`src/hw/rtl/agpid_pkg.sv`:
```
package agpid_pkg;

  // Default parameter values
  localparam int unsigned ERROR_WIDTH_DEF = 16;
  localparam int unsigned GAIN_WIDTH_DEF  = 32;

  // Fixed-point layout
  localparam int unsigned FRAC_SHIFT = 12;  // fraction bits of the error format
  localparam int unsigned WIDE_W     = 63;  // width of a gain-step product
  localparam int unsigned TERM_W     = 61;  // width of one drive term
  localparam int unsigned DIG_W      = 16;  // multiplier digit width
  localparam int unsigned OUT_W      = 32;  // drive and total_error width

  // Configuration port
  localparam int unsigned CFG_IDX_W  = 3;
  localparam int unsigned CFG_DATA_W = 32;

  localparam logic signed [31:0] INIT_KP_RST  = 32'sd32768;
  localparam logic signed [31:0] INIT_KI_RST  = 32'sd0;
  localparam logic signed [31:0] INIT_KD_RST  = 32'sd65536;
  localparam logic [2:0]         EN_MASK_RST  = 3'd7;
  localparam logic [15:0]        LRATE_RST    = 16'd4506;
  localparam logic [14:0]        DBAND_RST    = 15'd0;

  typedef enum logic [CFG_IDX_W-1:0] {
    CFG_INIT_KP   = 3'd0,
    CFG_INIT_KI   = 3'd1,
    CFG_INIT_KD   = 3'd2,
    CFG_EN_MASK   = 3'd3,
    CFG_LRATE     = 3'd4,
    CFG_DEAD_BAND = 3'd5
  } cfg_idx_e;

  // One entry per product in the order the sequencer issues them
  typedef enum logic [3:0] {
    SEL_P1    = 4'd0,
    SEL_P2    = 4'd1,
    SEL_P3    = 4'd2,
    SEL_I1    = 4'd3,
    SEL_I2    = 4'd4,
    SEL_I3    = 4'd5,
    SEL_D1    = 4'd6,
    SEL_D2    = 4'd7,
    SEL_D3    = 4'd8,
    SEL_DRV_P = 4'd9,
    SEL_DRV_I = 4'd10,
    SEL_DRV_D = 4'd11
  } mul_sel_e;

  typedef enum logic [2:0] {
    ST_IDLE   = 3'd0,
    ST_RELOAD = 3'd1,
    ST_FIRST  = 3'd2,
    ST_TERMS  = 3'd3,
    ST_START  = 3'd4,
    ST_WAIT   = 3'd5,
    ST_OUT    = 3'd6
  } ctrl_state_e;

  typedef struct packed {
    logic     capture;    // take the error sample of the accepted beat
    logic     reload;     // load initial gains, clear terms
    logic     first;      // record P only
    logic     terms;      // update P, I, D and their changes
    logic     mul_start;  // launch a product on the shared multiplier
    logic     wb;         // write back the finished product
    logic     out_load;   // form the result beat
    mul_sel_e sel;        // which product
  } dp_cmd_t;

  typedef struct packed {
    logic first_pending;
    logic adapt;          // error above the dead band
    logic mul_done;
    logic out_free;
  } dp_sts_t;

endpackage

```
`src/hw/rtl/agpid_mul.sv`:
```
module agpid_mul #(
  parameter int unsigned B_W = 32
) (
  input  logic                                 clk_i,
  input  logic                                 rst_ni,
  input  logic                                 start_i,
  input  logic                                 narrow_i,
  input  logic signed [agpid_pkg::WIDE_W-1:0]  a_i,
  input  logic signed [B_W-1:0]                b_i,
  output logic signed [agpid_pkg::WIDE_W-1:0]  res_o,
  output logic                                 done_o
);
  import agpid_pkg::*;

  localparam int unsigned NDIG   = (B_W + DIG_W - 1) / DIG_W;
  localparam int unsigned BP_W   = NDIG * DIG_W;
  localparam int unsigned PP_W   = WIDE_W + DIG_W;
  localparam int unsigned PROD_W = WIDE_W + BP_W;
  localparam int unsigned MAG_W  = PROD_W - FRAC_SHIFT;
  localparam int unsigned CNT_W  = $clog2(NDIG + 1);

  logic [WIDE_W-1:0] a_mag_q;
  logic [BP_W-1:0]   b_mag_q;
  logic              neg_q, narrow_q;
  logic [PROD_W-1:0] acc_q, acc_d;
  logic [CNT_W-1:0]  cnt_q, cnt_d;
  logic              run_q, run_d, fin_q, fin_d, done_q, done_d;
  logic signed [WIDE_W-1:0] res_q;

  logic [WIDE_W-1:0] a_abs;
  logic [B_W-1:0]    b_abs;
  logic [DIG_W-1:0]  dig;
  logic [PP_W-1:0]   pp;
  logic [MAG_W-1:0]  mag;
  logic [WIDE_W-1:0] lim, sat_mag;

  assign a_abs = a_i[WIDE_W-1] ? WIDE_W'(-a_i) : WIDE_W'(a_i);
  assign b_abs = b_i[B_W-1] ? B_W'(-b_i) : B_W'(b_i);

  // Most significant digit first: acc = acc * 2^16 + |a| * digit
  assign dig   = b_mag_q[BP_W-1 -: DIG_W];
  assign pp    = PP_W'(a_mag_q) * PP_W'(dig);
  assign acc_d = {acc_q[PROD_W-DIG_W-1:0], {DIG_W{1'b0}}} + PROD_W'(pp);

  // Truncate toward zero on the magnitude, then clamp to the signed range
  assign mag     = acc_q[PROD_W-1:FRAC_SHIFT];
  assign lim     = (WIDE_W'(1) << (narrow_q ? TERM_W - 1 : WIDE_W - 1)) - WIDE_W'(!neg_q);
  assign sat_mag = (mag > MAG_W'(lim)) ? lim : mag[WIDE_W-1:0];

  always_comb begin
    run_d  = run_q;
    fin_d  = 1'b0;
    cnt_d  = cnt_q;
    done_d = fin_q;
    if (start_i) begin
      run_d = 1'b1;
      cnt_d = CNT_W'(NDIG - 1);
    end else if (run_q) begin
      if (cnt_q == '0) begin
        run_d = 1'b0;
        fin_d = 1'b1;
      end else begin
        cnt_d = cnt_q - CNT_W'(1);
      end
    end
  end

  always_ff @(posedge clk_i or negedge rst_ni) begin
    if (!rst_ni) begin
      run_q  <= 1'b0;
      fin_q  <= 1'b0;
      done_q <= 1'b0;
      cnt_q  <= '0;
    end else begin
      run_q  <= run_d;
      fin_q  <= fin_d;
      done_q <= done_d;
      cnt_q  <= cnt_d;
    end
  end

  always_ff @(posedge clk_i) begin
    if (start_i) begin
      a_mag_q  <= a_abs;
      b_mag_q  <= BP_W'(b_abs);
      neg_q    <= a_i[WIDE_W-1] ^ b_i[B_W-1];
      narrow_q <= narrow_i;
      acc_q    <= '0;
    end else if (run_q) begin
      acc_q   <= acc_d;
      b_mag_q <= b_mag_q << DIG_W;
    end
    if (fin_q) begin
      res_q <= neg_q ? WIDE_W'(-sat_mag) : WIDE_W'(sat_mag);
    end
  end

  assign res_o  = res_q;
  assign done_o = done_q;

endmodule

```
`src/hw/rtl/agpid_dp.sv`:
```
module agpid_dp #(
  parameter int unsigned ERROR_WIDTH = agpid_pkg::ERROR_WIDTH_DEF,
  parameter int unsigned GAIN_WIDTH  = agpid_pkg::GAIN_WIDTH_DEF
) (
  input  logic                                   clk_i,
  input  logic                                   rst_ni,
  input  logic                                   cfg_we_i,
  input  logic [agpid_pkg::CFG_IDX_W-1:0]        cfg_idx_i,
  input  logic [agpid_pkg::CFG_DATA_W-1:0]       cfg_data_i,
  input  logic signed [ERROR_WIDTH-1:0]          in_err_i,
  input  agpid_pkg::dp_cmd_t                     cmd_i,
  output agpid_pkg::dp_sts_t                     sts_o,
  output logic                                   out_valid_o,
  input  logic                                   out_ready_i,
  output logic signed [agpid_pkg::OUT_W-1:0]     drive_o,
  output logic signed [agpid_pkg::OUT_W-1:0]     total_o
);
  import agpid_pkg::*;

  localparam int unsigned B_W   = (ERROR_WIDTH + 2 > 32) ? ERROR_WIDTH + 2 : 32;
  localparam int unsigned CMP_W = ((ERROR_WIDTH > 15) ? ERROR_WIDTH : 16) + 1;
  localparam logic signed [63:0] GAIN_MAX = (64'sd1 <<< (GAIN_WIDTH - 1)) - 64'sd1;
  localparam logic signed [63:0] GAIN_MIN = -GAIN_MAX - 64'sd1;
  localparam logic signed [63:0] OUT_MAX  = 64'sd2147483647;
  localparam logic signed [63:0] OUT_MIN  = -64'sd2147483648;

  function automatic logic signed [GAIN_WIDTH-1:0] gsat(input logic signed [63:0] v);
    logic signed [63:0] r;
    r = (v > GAIN_MAX) ? GAIN_MAX : ((v < GAIN_MIN) ? GAIN_MIN : v);
    return r[GAIN_WIDTH-1:0];
  endfunction

  function automatic logic signed [OUT_W-1:0] osat(input logic signed [63:0] v);
    logic signed [63:0] r;
    r = (v > OUT_MAX) ? OUT_MAX : ((v < OUT_MIN) ? OUT_MIN : v);
    return r[OUT_W-1:0];
  endfunction

  // Configuration
  logic signed [31:0] init_kp_q, init_ki_q, init_kd_q;
  logic [2:0]         en_mask_q;
  logic [15:0]        lrate_q;
  logic [14:0]        dband_q;

  // Controller state
  logic                          first_q;
  logic signed [ERROR_WIDTH-1:0] prop_q;
  logic signed [31:0]            integ_q;
  logic signed [ERROR_WIDTH:0]   deriv_q;
  logic signed [GAIN_WIDTH-1:0]  gain_p_q, gain_i_q, gain_d_q;

  // Working registers
  logic signed [ERROR_WIDTH-1:0] err_q;
  logic signed [B_W-1:0]         chg_p_q, chg_i_q, chg_d_q;
  logic signed [WIDE_W-1:0]      t_q;
  logic signed [WIDE_W-1:0]      sum_q;
  logic signed [OUT_W-1:0]       drive_q, total_q;
  logic                          out_vld_q;

  logic signed [32:0]            integ_sum;
  logic signed [31:0]            integ_new;
  logic signed [ERROR_WIDTH:0]   deriv_new;
  logic signed [CMP_W-1:0]       err_c, dband_c;
  logic signed [34:0]            total_sum;
  logic signed [63:0]            gdiff_in, drive_neg;

  logic                          mul_narrow, mul_done;
  logic signed [WIDE_W-1:0]      mul_a, mul_res;
  logic signed [B_W-1:0]         mul_b;

  assign integ_sum = 33'(integ_q) + 33'(err_q);
  assign integ_new = (integ_sum[32] != integ_sum[31]) ?
                     (integ_sum[32] ? 32'sh8000_0000 : 32'sh7FFF_FFFF) : integ_sum[31:0];
  assign deriv_new = (ERROR_WIDTH+1)'(err_q) - (ERROR_WIDTH+1)'(prop_q);

  assign err_c   = CMP_W'(err_q);
  assign dband_c = CMP_W'(dband_q);

  assign total_sum = 35'(prop_q) + 35'(integ_q) + 35'(deriv_q);
  assign drive_neg = -64'(sum_q);

  // Operand selection for the shared multiplier
  always_comb begin
    mul_a      = t_q;
    mul_b      = B_W'(err_q);
    mul_narrow = 1'b0;
    case (cmd_i.sel)
      SEL_P1: begin
        mul_a = WIDE_W'(gain_p_q);
        mul_b = chg_p_q;
      end
      SEL_I1: begin
        mul_a = WIDE_W'(gain_i_q);
        mul_b = chg_i_q;
      end
      SEL_D1: begin
        mul_a = WIDE_W'(gain_d_q);
        mul_b = chg_d_q;
      end
      SEL_P2, SEL_I2, SEL_D2: begin
        mul_a = t_q;
        mul_b = B_W'(err_q);
      end
      SEL_P3, SEL_I3, SEL_D3: begin
        mul_a = t_q;
        mul_b = B_W'(lrate_q);
      end
      SEL_DRV_P: begin
        mul_a      = WIDE_W'(gain_p_q);
        mul_b      = B_W'(prop_q);
        mul_narrow = 1'b1;
      end
      SEL_DRV_I: begin
        mul_a      = WIDE_W'(gain_i_q);
        mul_b      = B_W'(integ_q);
        mul_narrow = 1'b1;
      end
      SEL_DRV_D: begin
        mul_a      = WIDE_W'(gain_d_q);
        mul_b      = B_W'(deriv_q);
        mul_narrow = 1'b1;
      end
      default: begin
        mul_a = t_q;
      end
    endcase
  end

  // Gain being stepped by the current writeback
  always_comb begin
    case (cmd_i.sel)
      SEL_I3:  gdiff_in = 64'(gain_i_q) - 64'(mul_res);
      SEL_D3:  gdiff_in = 64'(gain_d_q) - 64'(mul_res);
      default: gdiff_in = 64'(gain_p_q) - 64'(mul_res);
    endcase
  end

  agpid_mul #(
    .B_W (B_W)
  ) u_mul (
    .clk_i    (clk_i),
    .rst_ni   (rst_ni),
    .start_i  (cmd_i.mul_start),
    .narrow_i (mul_narrow),
    .a_i      (mul_a),
    .b_i      (mul_b),
    .res_o    (mul_res),
    .done_o   (mul_done)
  );

  always_ff @(posedge clk_i or negedge rst_ni) begin
    if (!rst_ni) begin
      init_kp_q <= INIT_KP_RST;
      init_ki_q <= INIT_KI_RST;
      init_kd_q <= INIT_KD_RST;
      en_mask_q <= EN_MASK_RST;
      lrate_q   <= LRATE_RST;
      dband_q   <= DBAND_RST;
    end else if (cfg_we_i) begin
      case (cfg_idx_e'(cfg_idx_i))
        CFG_INIT_KP:   init_kp_q <= cfg_data_i;
        CFG_INIT_KI:   init_ki_q <= cfg_data_i;
        CFG_INIT_KD:   init_kd_q <= cfg_data_i;
        CFG_EN_MASK:   en_mask_q <= cfg_data_i[2:0];
        CFG_LRATE:     lrate_q   <= cfg_data_i[15:0];
        CFG_DEAD_BAND: dband_q   <= cfg_data_i[14:0];
        default: begin
          // drop writes to unused indexes
        end
      endcase
    end
  end

  always_ff @(posedge clk_i or negedge rst_ni) begin
    if (!rst_ni) begin
      first_q  <= 1'b1;
      prop_q   <= '0;
      integ_q  <= '0;
      deriv_q  <= '0;
      gain_p_q <= gsat(64'(INIT_KP_RST));
      gain_i_q <= gsat(64'(INIT_KI_RST));
      gain_d_q <= gsat(64'(INIT_KD_RST));
    end else begin
      if (cmd_i.reload) begin
        prop_q   <= '0;
        integ_q  <= '0;
        deriv_q  <= '0;
        gain_p_q <= gsat(64'(init_kp_q));
        gain_i_q <= gsat(64'(init_ki_q));
        gain_d_q <= gsat(64'(init_kd_q));
      end
      if (cmd_i.first) begin
        first_q <= 1'b0;
        prop_q  <= err_q;
      end
      if (cmd_i.terms) begin
        prop_q  <= err_q;
        integ_q <= integ_new;
        deriv_q <= deriv_new;
      end
      if (cmd_i.wb) begin
        case (cmd_i.sel)
          SEL_P3:  gain_p_q <= gsat(gdiff_in);
          SEL_I3:  gain_i_q <= gsat(gdiff_in);
          SEL_D3:  gain_d_q <= gsat(gdiff_in);
          default: begin
          end
        endcase
      end
    end
  end

  always_ff @(posedge clk_i) begin
    if (cmd_i.capture) begin
      err_q <= in_err_i;
    end
    if (cmd_i.terms) begin
      chg_p_q <= B_W'(deriv_new);
      chg_i_q <= B_W'(33'(integ_new) - 33'(integ_q));
      chg_d_q <= B_W'((ERROR_WIDTH+2)'(deriv_new) - (ERROR_WIDTH+2)'(deriv_q));
    end
    if (cmd_i.reload || cmd_i.first || cmd_i.terms) begin
      sum_q <= '0;
    end else if (cmd_i.wb) begin
      if (cmd_i.sel inside {SEL_P1, SEL_P2, SEL_I1, SEL_I2, SEL_D1, SEL_D2}) begin
        t_q <= mul_res;
      end
      if ((cmd_i.sel == SEL_DRV_P && en_mask_q[0]) ||
          (cmd_i.sel == SEL_DRV_I && en_mask_q[1]) ||
          (cmd_i.sel == SEL_DRV_D && en_mask_q[2])) begin
        sum_q <= sum_q + mul_res;
      end
    end
    if (cmd_i.out_load) begin
      drive_q <= osat(drive_neg);
      total_q <= osat(64'(total_sum));
    end
  end

  always_ff @(posedge clk_i or negedge rst_ni) begin
    if (!rst_ni) begin
      out_vld_q <= 1'b0;
    end else if (cmd_i.out_load) begin
      out_vld_q <= 1'b1;
    end else if (out_ready_i) begin
      out_vld_q <= 1'b0;
    end
  end

  assign sts_o.first_pending = first_q;
  assign sts_o.adapt         = err_c > dband_c;
  assign sts_o.mul_done      = mul_done;
  assign sts_o.out_free      = !out_vld_q || out_ready_i;

  assign out_valid_o = out_vld_q;
  assign drive_o     = drive_q;
  assign total_o     = total_q;

endmodule

```
`src/hw/rtl/agpid_ctrl.sv`:
```
module agpid_ctrl (
  input  logic                clk_i,
  input  logic                rst_ni,
  input  logic                in_valid_i,
  input  logic                in_reload_i,
  output logic                in_ready_o,
  input  agpid_pkg::dp_sts_t  sts_i,
  output agpid_pkg::dp_cmd_t  cmd_o
);
  import agpid_pkg::*;

  ctrl_state_e state_q, state_d;
  mul_sel_e    sel_q, sel_d;

  // Next state
  always_comb begin
    state_d = state_q;
    sel_d   = sel_q;
    case (state_q)
      ST_IDLE: begin
        if (in_valid_i) begin
          if (in_reload_i) begin
            state_d = ST_RELOAD;
          end else if (sts_i.first_pending) begin
            state_d = ST_FIRST;
          end else begin
            state_d = ST_TERMS;
          end
        end
      end
      ST_RELOAD: state_d = ST_OUT;
      ST_FIRST: begin
        sel_d   = SEL_DRV_P;
        state_d = ST_START;
      end
      ST_TERMS: begin
        sel_d   = sts_i.adapt ? SEL_P1 : SEL_DRV_P;
        state_d = ST_START;
      end
      ST_START: state_d = ST_WAIT;
      ST_WAIT: begin
        if (sts_i.mul_done) begin
          if (sel_q == SEL_DRV_D) begin
            state_d = ST_OUT;
          end else begin
            sel_d   = mul_sel_e'(sel_q + 4'd1);
            state_d = ST_START;
          end
        end
      end
      ST_OUT: begin
        if (sts_i.out_free) begin
          state_d = ST_IDLE;
        end
      end
      default: state_d = ST_IDLE;
    endcase
  end

  // Outputs
  always_comb begin
    cmd_o      = '0;
    cmd_o.sel  = sel_q;
    in_ready_o = 1'b0;
    case (state_q)
      ST_IDLE: begin
        in_ready_o    = 1'b1;
        cmd_o.capture = in_valid_i;
      end
      ST_RELOAD: cmd_o.reload = 1'b1;
      ST_FIRST:  cmd_o.first  = 1'b1;
      ST_TERMS:  cmd_o.terms  = 1'b1;
      ST_START:  cmd_o.mul_start = 1'b1;
      ST_WAIT:   cmd_o.wb = sts_i.mul_done;
      ST_OUT:    cmd_o.out_load = sts_i.out_free;
      default: begin
      end
    endcase
  end

  always_ff @(posedge clk_i or negedge rst_ni) begin
    if (!rst_ni) begin
      state_q <= ST_IDLE;
      sel_q   <= SEL_P1;
    end else begin
      state_q <= state_d;
      sel_q   <= sel_d;
    end
  end

endmodule

```
`src/hw/rtl/adaptive_gain_pid_controller.sv`:
```
// PID controller with gradient-descent gain tuning. Each input beat carries
// either a signed Q4.12 error sample (tuser low) or a reload command (tuser
// high); every beat yields exactly one result beat holding the saturated
// Q16.16 drive and the saturated P+I+D sum. A reload copies the initial gains
// into the live gains and clears the terms, giving a zero result. The first
// sample after reset only records P. When a sample lies above the dead band
// each gain takes a step of rate*gain*change*error, built as three chained
// products. All products run on one shared 63 x 16 bit digit-serial
// multiplier, so timing is set by how many products an item needs. The
// multiplier works through NDIG = ceil(max(ERROR_WIDTH+2, 32)/16) digits
// (2 at the default width) per product. A reload needs no product, a sample
// inside the dead band or the first sample needs three, and an adapting
// sample needs twelve. The input is taken only between items; a finished
// beat waits in the output register while the next item is accepted and
// worked on.
module adaptive_gain_pid_controller #(
  parameter int unsigned ERROR_WIDTH = agpid_pkg::ERROR_WIDTH_DEF,
  parameter int unsigned GAIN_WIDTH  = agpid_pkg::GAIN_WIDTH_DEF
) (
  input  logic                                  clk_i,
  input  logic                                  rst_ni,
  // Configuration writes
  input  logic                                  cfg_we_i,
  input  logic [agpid_pkg::CFG_IDX_W-1:0]       cfg_idx_i,
  input  logic [agpid_pkg::CFG_DATA_W-1:0]      cfg_data_i,
  // Input beats
  input  logic                                  s_axis_tvalid,
  output logic                                  s_axis_tready,
  input  logic [((ERROR_WIDTH+7)/8)*8-1:0]      s_axis_tdata,  // error_sample
  input  logic                                  s_axis_tuser,  // opcode
  // Result beats
  output logic                                  m_axis_tvalid,
  input  logic                                  m_axis_tready,
  output logic [2*agpid_pkg::OUT_W-1:0]         m_axis_tdata   // drive, total_error
);
  import agpid_pkg::*;

  dp_cmd_t                 cmd;
  dp_sts_t                 sts;
  logic signed [OUT_W-1:0] drive, total;

  // Sequencer: one item at a time, one product at a time
  agpid_ctrl u_ctrl (
    .clk_i       (clk_i),
    .rst_ni      (rst_ni),
    .in_valid_i  (s_axis_tvalid),
    .in_reload_i (s_axis_tuser),
    .in_ready_o  (s_axis_tready),
    .sts_i       (sts),
    .cmd_o       (cmd)
  );

  // Terms, gains, shared multiplier and the output register
  agpid_dp #(
    .ERROR_WIDTH (ERROR_WIDTH),
    .GAIN_WIDTH  (GAIN_WIDTH)
  ) u_dp (
    .clk_i       (clk_i),
    .rst_ni      (rst_ni),
    .cfg_we_i    (cfg_we_i),
    .cfg_idx_i   (cfg_idx_i),
    .cfg_data_i  (cfg_data_i),
    .in_err_i    (s_axis_tdata[ERROR_WIDTH-1:0]),
    .cmd_i       (cmd),
    .sts_o       (sts),
    .out_valid_o (m_axis_tvalid),
    .out_ready_i (m_axis_tready),
    .drive_o     (drive),
    .total_o     (total)
  );

  // Drive in the low word, total_error in the high word
  assign m_axis_tdata = {total, drive};

  // An accepted beat keeps the input closed for at least the next cycle
  a_busy_after_accept : assert property (@(posedge clk_i) disable iff (!rst_ni)
    (s_axis_tvalid && s_axis_tready) |=> !s_axis_tready)
    else $error("input still open the cycle after a beat was accepted");

  // Never overwrite a result beat that has not been taken
  a_no_overwrite : assert property (@(posedge clk_i) disable iff (!rst_ni)
    cmd.out_load |-> (!m_axis_tvalid || m_axis_tready))
    else $error("result loaded over a pending beat");

  // Products are written back only when the multiplier reports completion
  a_wb_on_done : assert property (@(posedge clk_i) disable iff (!rst_ni)
    cmd.wb |-> (sts.mul_done && $past(!cmd.mul_start)))
    else $error("writeback without a finished product");

  // A launch is followed by a busy multiplier, never an immediate result
  a_start_gap : assert property (@(posedge clk_i) disable iff (!rst_ni)
    cmd.mul_start |=> !sts.mul_done)
    else $error("multiplier reported done right after launch");

endmodule
```
`config.mk`:
```
export PLATFORM = sky130hd
export DESIGN_NAME = adaptive_gain_pid_controller
export DESIGN_NICKNAME = d
export VERILOG_FILES = /design/src/hw/rtl/agpid_pkg.sv /design/src/hw/rtl/agpid_mul.sv /design/src/hw/rtl/agpid_dp.sv /design/src/hw/rtl/agpid_ctrl.sv /design/src/hw/rtl/adaptive_gain_pid_controller.sv
export SDC_FILE = /design/constraint.sdc
export NUM_CORES = 2
export LEC_CHECK = 0
export BUFFER_PORTS_ARGS = -buffer_cell sky130_fd_sc_hd__buf_2
export CORE_MARGIN = 4
export CORE_UTILIZATION = 55
export CTS_CLUSTER_SIZE = 10
export DETAILED_ROUTE_END_ITERATION = 12
export PLACE_DENSITY = 0.8
export SETUP_SLACK_MARGIN = 0.1
export SLEW_MARGIN = 20
export SYNTH_ARGS = -nofsm -noshare
export SYNTH_HDL_FRONTEND = slang
export SYNTH_SLANG_ARGS = --single-unit
```
`constraint.sdc`:
```
create_clock -name clk_i -period 6.8 [get_ports clk_i]
set_clock_uncertainty 0.15 [all_clocks]
set_input_delay 0.34 -clock clk_i [delete_from_list [all_inputs] [get_ports clk_i]]
set_output_delay 0.34 -clock clk_i [all_outputs]
set_load 0.03 [all_outputs]
```
Yosys cells after proc, flatten, opt, wreduce, memory -nomap -nowiden
Cells that the tools add are included.
Storage, ports and cells
  output and inout port bits: 66
  memories: 0
  bits in writable memories: 0
  bits in read-only memories: 0
  bits in registers: 847
  bits in latches: 0
  input bits: 57
  word-level logic and storage cells: 205
Operators by class
  reductions and logical operators: 37
  multiply operators: 1
  $add $sub $neg: 18
  muxes and demuxes: 69
  order comparisons: 14
  shifts and indexed selects: 1
  div/mod/pow operators: 0
  bitwise logic cells: 2
  eq/ne operators: 28
Operator list (count)
  $mux 32: 26
  $pmux 32 s7: 1
  $sub 32x63->64: 3
  $pmux 63 s3: 1
  $gt 64x32->1 const B: 2
  $lt 64x32->1 const B: 2
  $pmux 64 s2: 1
  $mux 63: 2
  $neg 63->63: 2
  $gt 32x32->1 const B: 3
  $lt 32x32->1 const B: 3
  $add 95x79->95: 1
  $gt 83x63->1: 1
  $mul 63x16->79: 1
  $neg 63->64: 1
  $add 63x63->63: 1
  $shl 1x6->63 const A: 1
  $sub 63x1->63: 1
  $mux 62: 1
  $mux 16: 3
  $gt 35x32->1 const B: 1
  $lt 35x32->1 const B: 1
  $add 33x17->34: 1
  $mux 17: 2
  other kinds (40): 108

Logic depth before layout (Yosys ltp)
  word-level depth: 7
  depth in mapped cells: 33
  mapped depth without buffers: 32

Modules after synthesis
A second synthesis with hierarchy kept.
Unflattened totals
  cells, all modules: 9931
  area, all modules: 89103.0 sq um
By module, submodules not included
  agpid_mul: instances 1, area an instance 48054.8 sq um, cells each 5485
  agpid_dp: instances 1, area an instance 40512.6 sq um, cells each 4389
  agpid_ctrl: instances 1, area an instance 535.5 sq um, cells each 57

Worst setup path after synthesis
OpenSTA, ideal clock, no wires.
  kind: reg2reg
  start: register u_dp.u_mul.neg_q
  end: register u_dp.u_mul.res_q[46] (netlist: u_dp.u_mul.res_o[46]) (data pin)
  period minus slack after synthesis: 7502 ps
  cell stages (with the launch flop): 28
  path buffers: 5
  data arrival time: 7193 ps
  slack: -702 ps
  path through: edfxtp_1 > clkinv_1 > clkbuf_1 > ha_1 > ha_1 > a21o_1 > a21oi_1 > nor2b_1 > a2111oi_0 > o21ai_0 > mux2_2 > o21a_1 > clkbuf_1 > clkbuf_1 > clkbuf_1 > o21ai_0 > ha_1 > nand4_1 > or4_1 > nor2_1 > nand2_1 > nor2_1 > and3_1 > o22ai_1 > clkbuf_1 > o311ai_0 > o21ai_0 > a22oi_1
Between the ends
  longest elaborated chain between the ends: 6
Ends and longest elaborated chain
  start, declared: line agpid_mul.sv:24  | logic neg_q, narrow_q;
  start signal, assigned: line agpid_mul.sv:86  | neg_q <= a_i[WIDE_W-1] ^ b_i[B_W-1];
  $logic_not 1->1: line agpid_mul.sv:47  | assign lim = (WIDE_W'(1) << (narrow_q ? TERM_W - 1 : WIDE_W - 1)) - WIDE_W'(!neg_q);
  $sub 63x1->63: line agpid_mul.sv:47
  $gt 83x63->1: line agpid_mul.sv:48  | assign sat_mag = (mag > MAG_W'(lim)) ? lim : mag[WIDE_W-1:0];
  $mux 63: line agpid_mul.sv:48
  $neg 63->63: line agpid_mul.sv:94  | res_q <= neg_q ? WIDE_W'(-sat_mag) : WIDE_W'(sat_mag);
  $mux 63 *: line agpid_mul.sv:94
  end signal, assigned: line agpid_mul.sv:94
  end, declared: line agpid_mul.sv:28  | logic signed [WIDE_W-1:0] res_q;
Every way passes the cells marked *; elsewhere a longest branch is shown, timed or not.
A chain may end at the register's enable or synchronous reset.

Final worst setup path
  start: register u_dp.u_mul.b_mag_q[22]
  end: register u_dp.u_mul.acc_q[71]
Between the ends
  longest elaborated chain between the ends: 2
Ends and longest elaborated chain
  start, declared: line agpid_mul.sv:23  | logic [BP_W-1:0] b_mag_q;
  start signal, assigned: line agpid_mul.sv:85  | b_mag_q <= BP_W'(b_abs);
  start signal, assigned: line agpid_mul.sv:91  | b_mag_q <= b_mag_q << DIG_W;
  $mul 63x16->79: line agpid_mul.sv:42  | assign pp = PP_W'(a_mag_q) * PP_W'(dig);
  $add 95x79->95: line agpid_mul.sv:43  | assign acc_d = {acc_q[PROD_W-DIG_W-1:0], {DIG_W{1'b0}}} + PROD_W'(pp);
  end signal, assigned: line agpid_mul.sv:88  | acc_q <= '0;
  end signal, assigned: line agpid_mul.sv:90  | acc_q <= acc_d;
  end, declared: line agpid_mul.sv:25  | logic [PROD_W-1:0] acc_q, acc_d;
No other way between the ends.

==> impl_metrics.json <==
{
  "status": "complete, but fails checks",
  "failing_checks": "negative setup slack",
  "synth.largest_area_cell": "sky130_fd_sc_hd__fa_1",
  "yosysTopAreaCellShare_pct": 21.52,
  "drc": 0,
  "chipWidth_microns": 409.7,
  "dieHeight_microns": 409.7,
  "cp-end-kind": "flop",
  "crit_path_max_incr_delay_ps": 550,
  "multi_input_comb_area_sq_um": 62060,
  "clock_tree.buffer_depth": 3,
  "postRouteWirelength_microns": 303300,
  "clockRootBuffer": "sky130_fd_sc_hd__clkbuf_16",
  "post-dp-hpwl_microns": 221400,
  "pre_cts_ws_ps": -953.6,
  "final_antenna_violating_net_count": 0,
  "path_delay_family": "adder cells",
  "route.detailed.wl_per_inst_microns": 23.32,
  "area_growth_syn_to_layout_pct": 18.78,
  "number_of_flops_mapped_to_enable_cells_by_yosys": 370,
  "numClockSinks": 833,
  "final-seq-area_sq_um": 21930,
  "synth.distinct_cells": 99,
  "layout.filler_cells": 12156,
  "synthesis.area_per_instance_sq_um": 8.813,
  "core-area_sq_um": 160600,
  "layout_min_cycle_time_ps": 7682,
  "synthCells": 10072,
  "num_io_pins": 123,
  "sequential_area_share_after_synthesis_pct": 24.70,
  "postLayoutCoreUtil_pct": 65.66,
  "finalHoldViolations": 0,
  "maxSlewHeadroom_pct": 22.17,
  "crit_path_start_kind": "flop",
  "final_min_period_over_clock_period_pct": 113.0,
  "cts_buffers": 97,
  "critical_path_peak_fanout": 8,
  "fmax_mhz": 130.2,
  "design.die.area_sq_um": 167900,
  "port_buffers": 122,
  "yosysWarnings": 0,
  "async_flop_share_pct": 36.61,
  "num_rows": 147,
  "critical_path_class": "reg2reg",
  "grt_start_max_net_pins": 177,
  "cp_data_required_time_ps": 7250,
  "ctsHtreeMaxLevel": 3,
  "design.final.nets": 12284,
  "setup-violations-final": 61,
  "routabilityCongestion": 1.021,
  "detail_route.iter0.violations": 9029,
  "worstHoldPathType": "in2reg",
  "initial_antenna_violation_count": 6,
  "timing.final.ws_setup_ps": -881.6,
  "drt-vias-per-instance": 6.198,
  "drt-pass1-iter-count": 9,
  "worst-endpoint-arrival_ps": 8130,
  "synth_nets": 11594,
  "vias": 80619,
  "vias_in_the_first_global_route": 81441,
  "synthTopCellsByArea": "sky130_fd_sc_hd__fa_1 (22%), sky130_fd_sc_hd__edfxtp_1 (13%), sky130_fd_sc_hd__dfrtp_1 (8.2%), sky130_fd_sc_hd__ha_1 (7.2%), sky130_fd_sc_hd__inv_1 (6.4%)",
  "fin_setup_tns_ps": -29420,
  "hold_ws_ps": 160.3,
  "timing.critical_path.slowest_stage_cell": "sky130_fd_sc_hd__fa_1",
  "max-cap-violations": 0,
  "synth-main-ff-cell": "sky130_fd_sc_hd__edfxtp_1",
  "global_route.usage.total_pct": 35.36,
  "rsz0062_at_grt": "yes",
  "ys_seq_elements": 833,
  "cts_tree": "built",
  "starting_density_of_the_core_pct": 55.28,
  "clkTransAtPathRegs_ps": 60,
  "worst_skew_pair.late_latency_ps": 740,
  "worst-path-buf-inv": 10,
  "max_slew.worst_pin.slew_ps": 1163,
  "post_route_cells_drive_above_1_share_pct": 17.45,
  "syn_area_sq_um": 88760,
  "grt_remaining_overflow": 0,
  "first_pass_grt_wire_length_microns": 466500,
  "final-max-slew-violation-count": 0
}
[flip-flops by register name (all words and copies together), names as in the netlist, 17 cells and up]
signal              cells
u_dp.u_mul.a_mag_q     63
u_dp.gain_d_q          32
u_dp.drive_o           32
u_dp.gain_i_q          32
u_dp.u_mul.b_mag_q     32
u_dp.chg_d_q           18
u_dp.chg_i_q           32
u_dp.deriv_q           17
u_dp.gain_p_q          32
u_dp.init_ki_q         32
u_dp.u_mul.acc_q       95
u_dp.init_kp_q         32
u_dp.sum_q             63
u_dp.init_kd_q         32
u_dp.u_mul.res_o       63
u_dp.chg_p_q           17
u_dp.total_o           32
u_dp.integ_q           32
u_dp.t_q               63
[cells in the final DEF (no fill, tap or decap), types with 142 or more instances in the layout]
| cell | n |
|---|---|
| sky130_fd_sc_hd__and2_1 | 308 |
| sky130_fd_sc_hd__fa_1 | 916 |
| sky130_fd_sc_hd__buf_4 | 728 |
| sky130_fd_sc_hd__a21o_1 | 237 |
| sky130_fd_sc_hd__inv_1 | 1418 |
| sky130_fd_sc_hd__dfrtp_1 | 288 |
| sky130_fd_sc_hd__a21oi_1 | 484 |
| sky130_fd_sc_hd__o211ai_1 | 156 |
| sky130_fd_sc_hd__nor2_1 | 554 |
| sky130_fd_sc_hd__ha_1 | 455 |
| sky130_fd_sc_hd__o21ai_0 | 365 |
| sky130_fd_sc_hd__edfxtp_1 | 370 |
| sky130_fd_sc_hd__or3_1 | 143 |
| sky130_fd_sc_hd__xnor2_1 | 230 |
| sky130_fd_sc_hd__xor2_1 | 142 |
| sky130_fd_sc_hd__nand2_1 | 1277 |
| sky130_fd_sc_hd__dfxtp_1 | 158 |
[metrics by stage]
stage,cells,cell area [sq um]
after floorplan,10072,90170
after global placement,12602,97760
after detailed placement,12602,97760
after CTS,12946,104000
after global routing,13005,105400
final,13007,105400
[final timing paths]
path | depth (start not counted) | end | slack, ps | from
worst max register to register | 30 | u_dp.u_mul.acc_q[71]$_SDFFE_PP0P_ | -880 | u_dp.u_mul.b_mag_q[22]$_DFFE_PP_
min in group asynchronous | 2 | u_dp.init_kp_q[18]$_DFFE_PN0P_ | 170 | rst_ni
worst min register to register | 2 | u_dp.u_mul.acc_q[94]$_SDFFE_PP0P_ | 310 | u_dp.u_mul.acc_q[94]$_SDFFE_PP0P_
max in group asynchronous | 3 | u_dp.u_mul.run_q$_DFF_PN0_ | 4610 | rst_ni
worst max-delay path | 30 | u_dp.u_mul.acc_q[71]$_SDFFE_PP0P_ | -880 | u_dp.u_mul.b_mag_q[22]$_DFFE_PP_
worst min-delay path | 2 | u_dp.err_q[9]$_DFFE_PP_ | 160 | s_axis_tdata[9]
[Yosys cell counts (96+ instances only)]
library cell	instances
sky130_fd_sc_hd__fa_1	954
sky130_fd_sc_hd__ha_1	511
sky130_fd_sc_hd__clkbuf_1	461
sky130_fd_sc_hd__o211ai_1	156
sky130_fd_sc_hd__mux2_2	135
sky130_fd_sc_hd__a21o_1	238
sky130_fd_sc_hd__xor2_1	154
sky130_fd_sc_hd__and2_1	326
sky130_fd_sc_hd__o21ai_0	422
sky130_fd_sc_hd__nor3_1	136
sky130_fd_sc_hd__a22oi_1	96
sky130_fd_sc_hd__nor2_1	576
sky130_fd_sc_hd__a21oi_1	546
sky130_fd_sc_hd__dfxtp_1	158
sky130_fd_sc_hd__inv_1	1511
sky130_fd_sc_hd__nand3_1	104
sky130_fd_sc_hd__dfrtp_1	291
sky130_fd_sc_hd__xnor2_1	252
sky130_fd_sc_hd__edfxtp_1	370
sky130_fd_sc_hd__or3_1	145
sky130_fd_sc_hd__nand2_1	1336
[cell type report]
type,instances,area share (%)
flip-flops and latches,833,20.80
inverters,1513,5.390
clock inverters,10,0.1163
clock buffers,172,2.718
well taps,2160,2.563
repair buffers,1092,9.549
diodes,2,0.004747
multi-input cells,7225,58.86
[logic make-up after synthesis]
group	synth area share, %
AO/OA/AOI/OAI	15.44
XOR/XNOR	4.006
adder cells (fa/ha/maj)	28.72
buffers and inverters	8.580
flip-flops	24.70
multiplexers	2.539
AND/OR/NAND/NOR	16.02
[what timing repair did]
action                                  4_1_cts  5_1_grt
hold buffers                                 55        0
endpoints found under the setup margin       75      187
setup buffers                                99       65
resized for setup                           343      244
cloned                                       12        3
endpoints found under the hold margin       275        0
pin swaps                                   235      247
[metal layers]
metal	wire length [microns]	GRT usage, %	share of wire, %	vias to the layer above
met2	135800	55.60	45	5048
met4	18830	17.70	6.2	0
li1	-	-	-	35026
met3	34500	8.720	11	1100
met1	114200	45.68	38	39445
met5	0	0	0	-
Power is left out: the tool's default activity adds up to more than one toggle a clock period on the data nets, which glitch-free logic cannot reach.
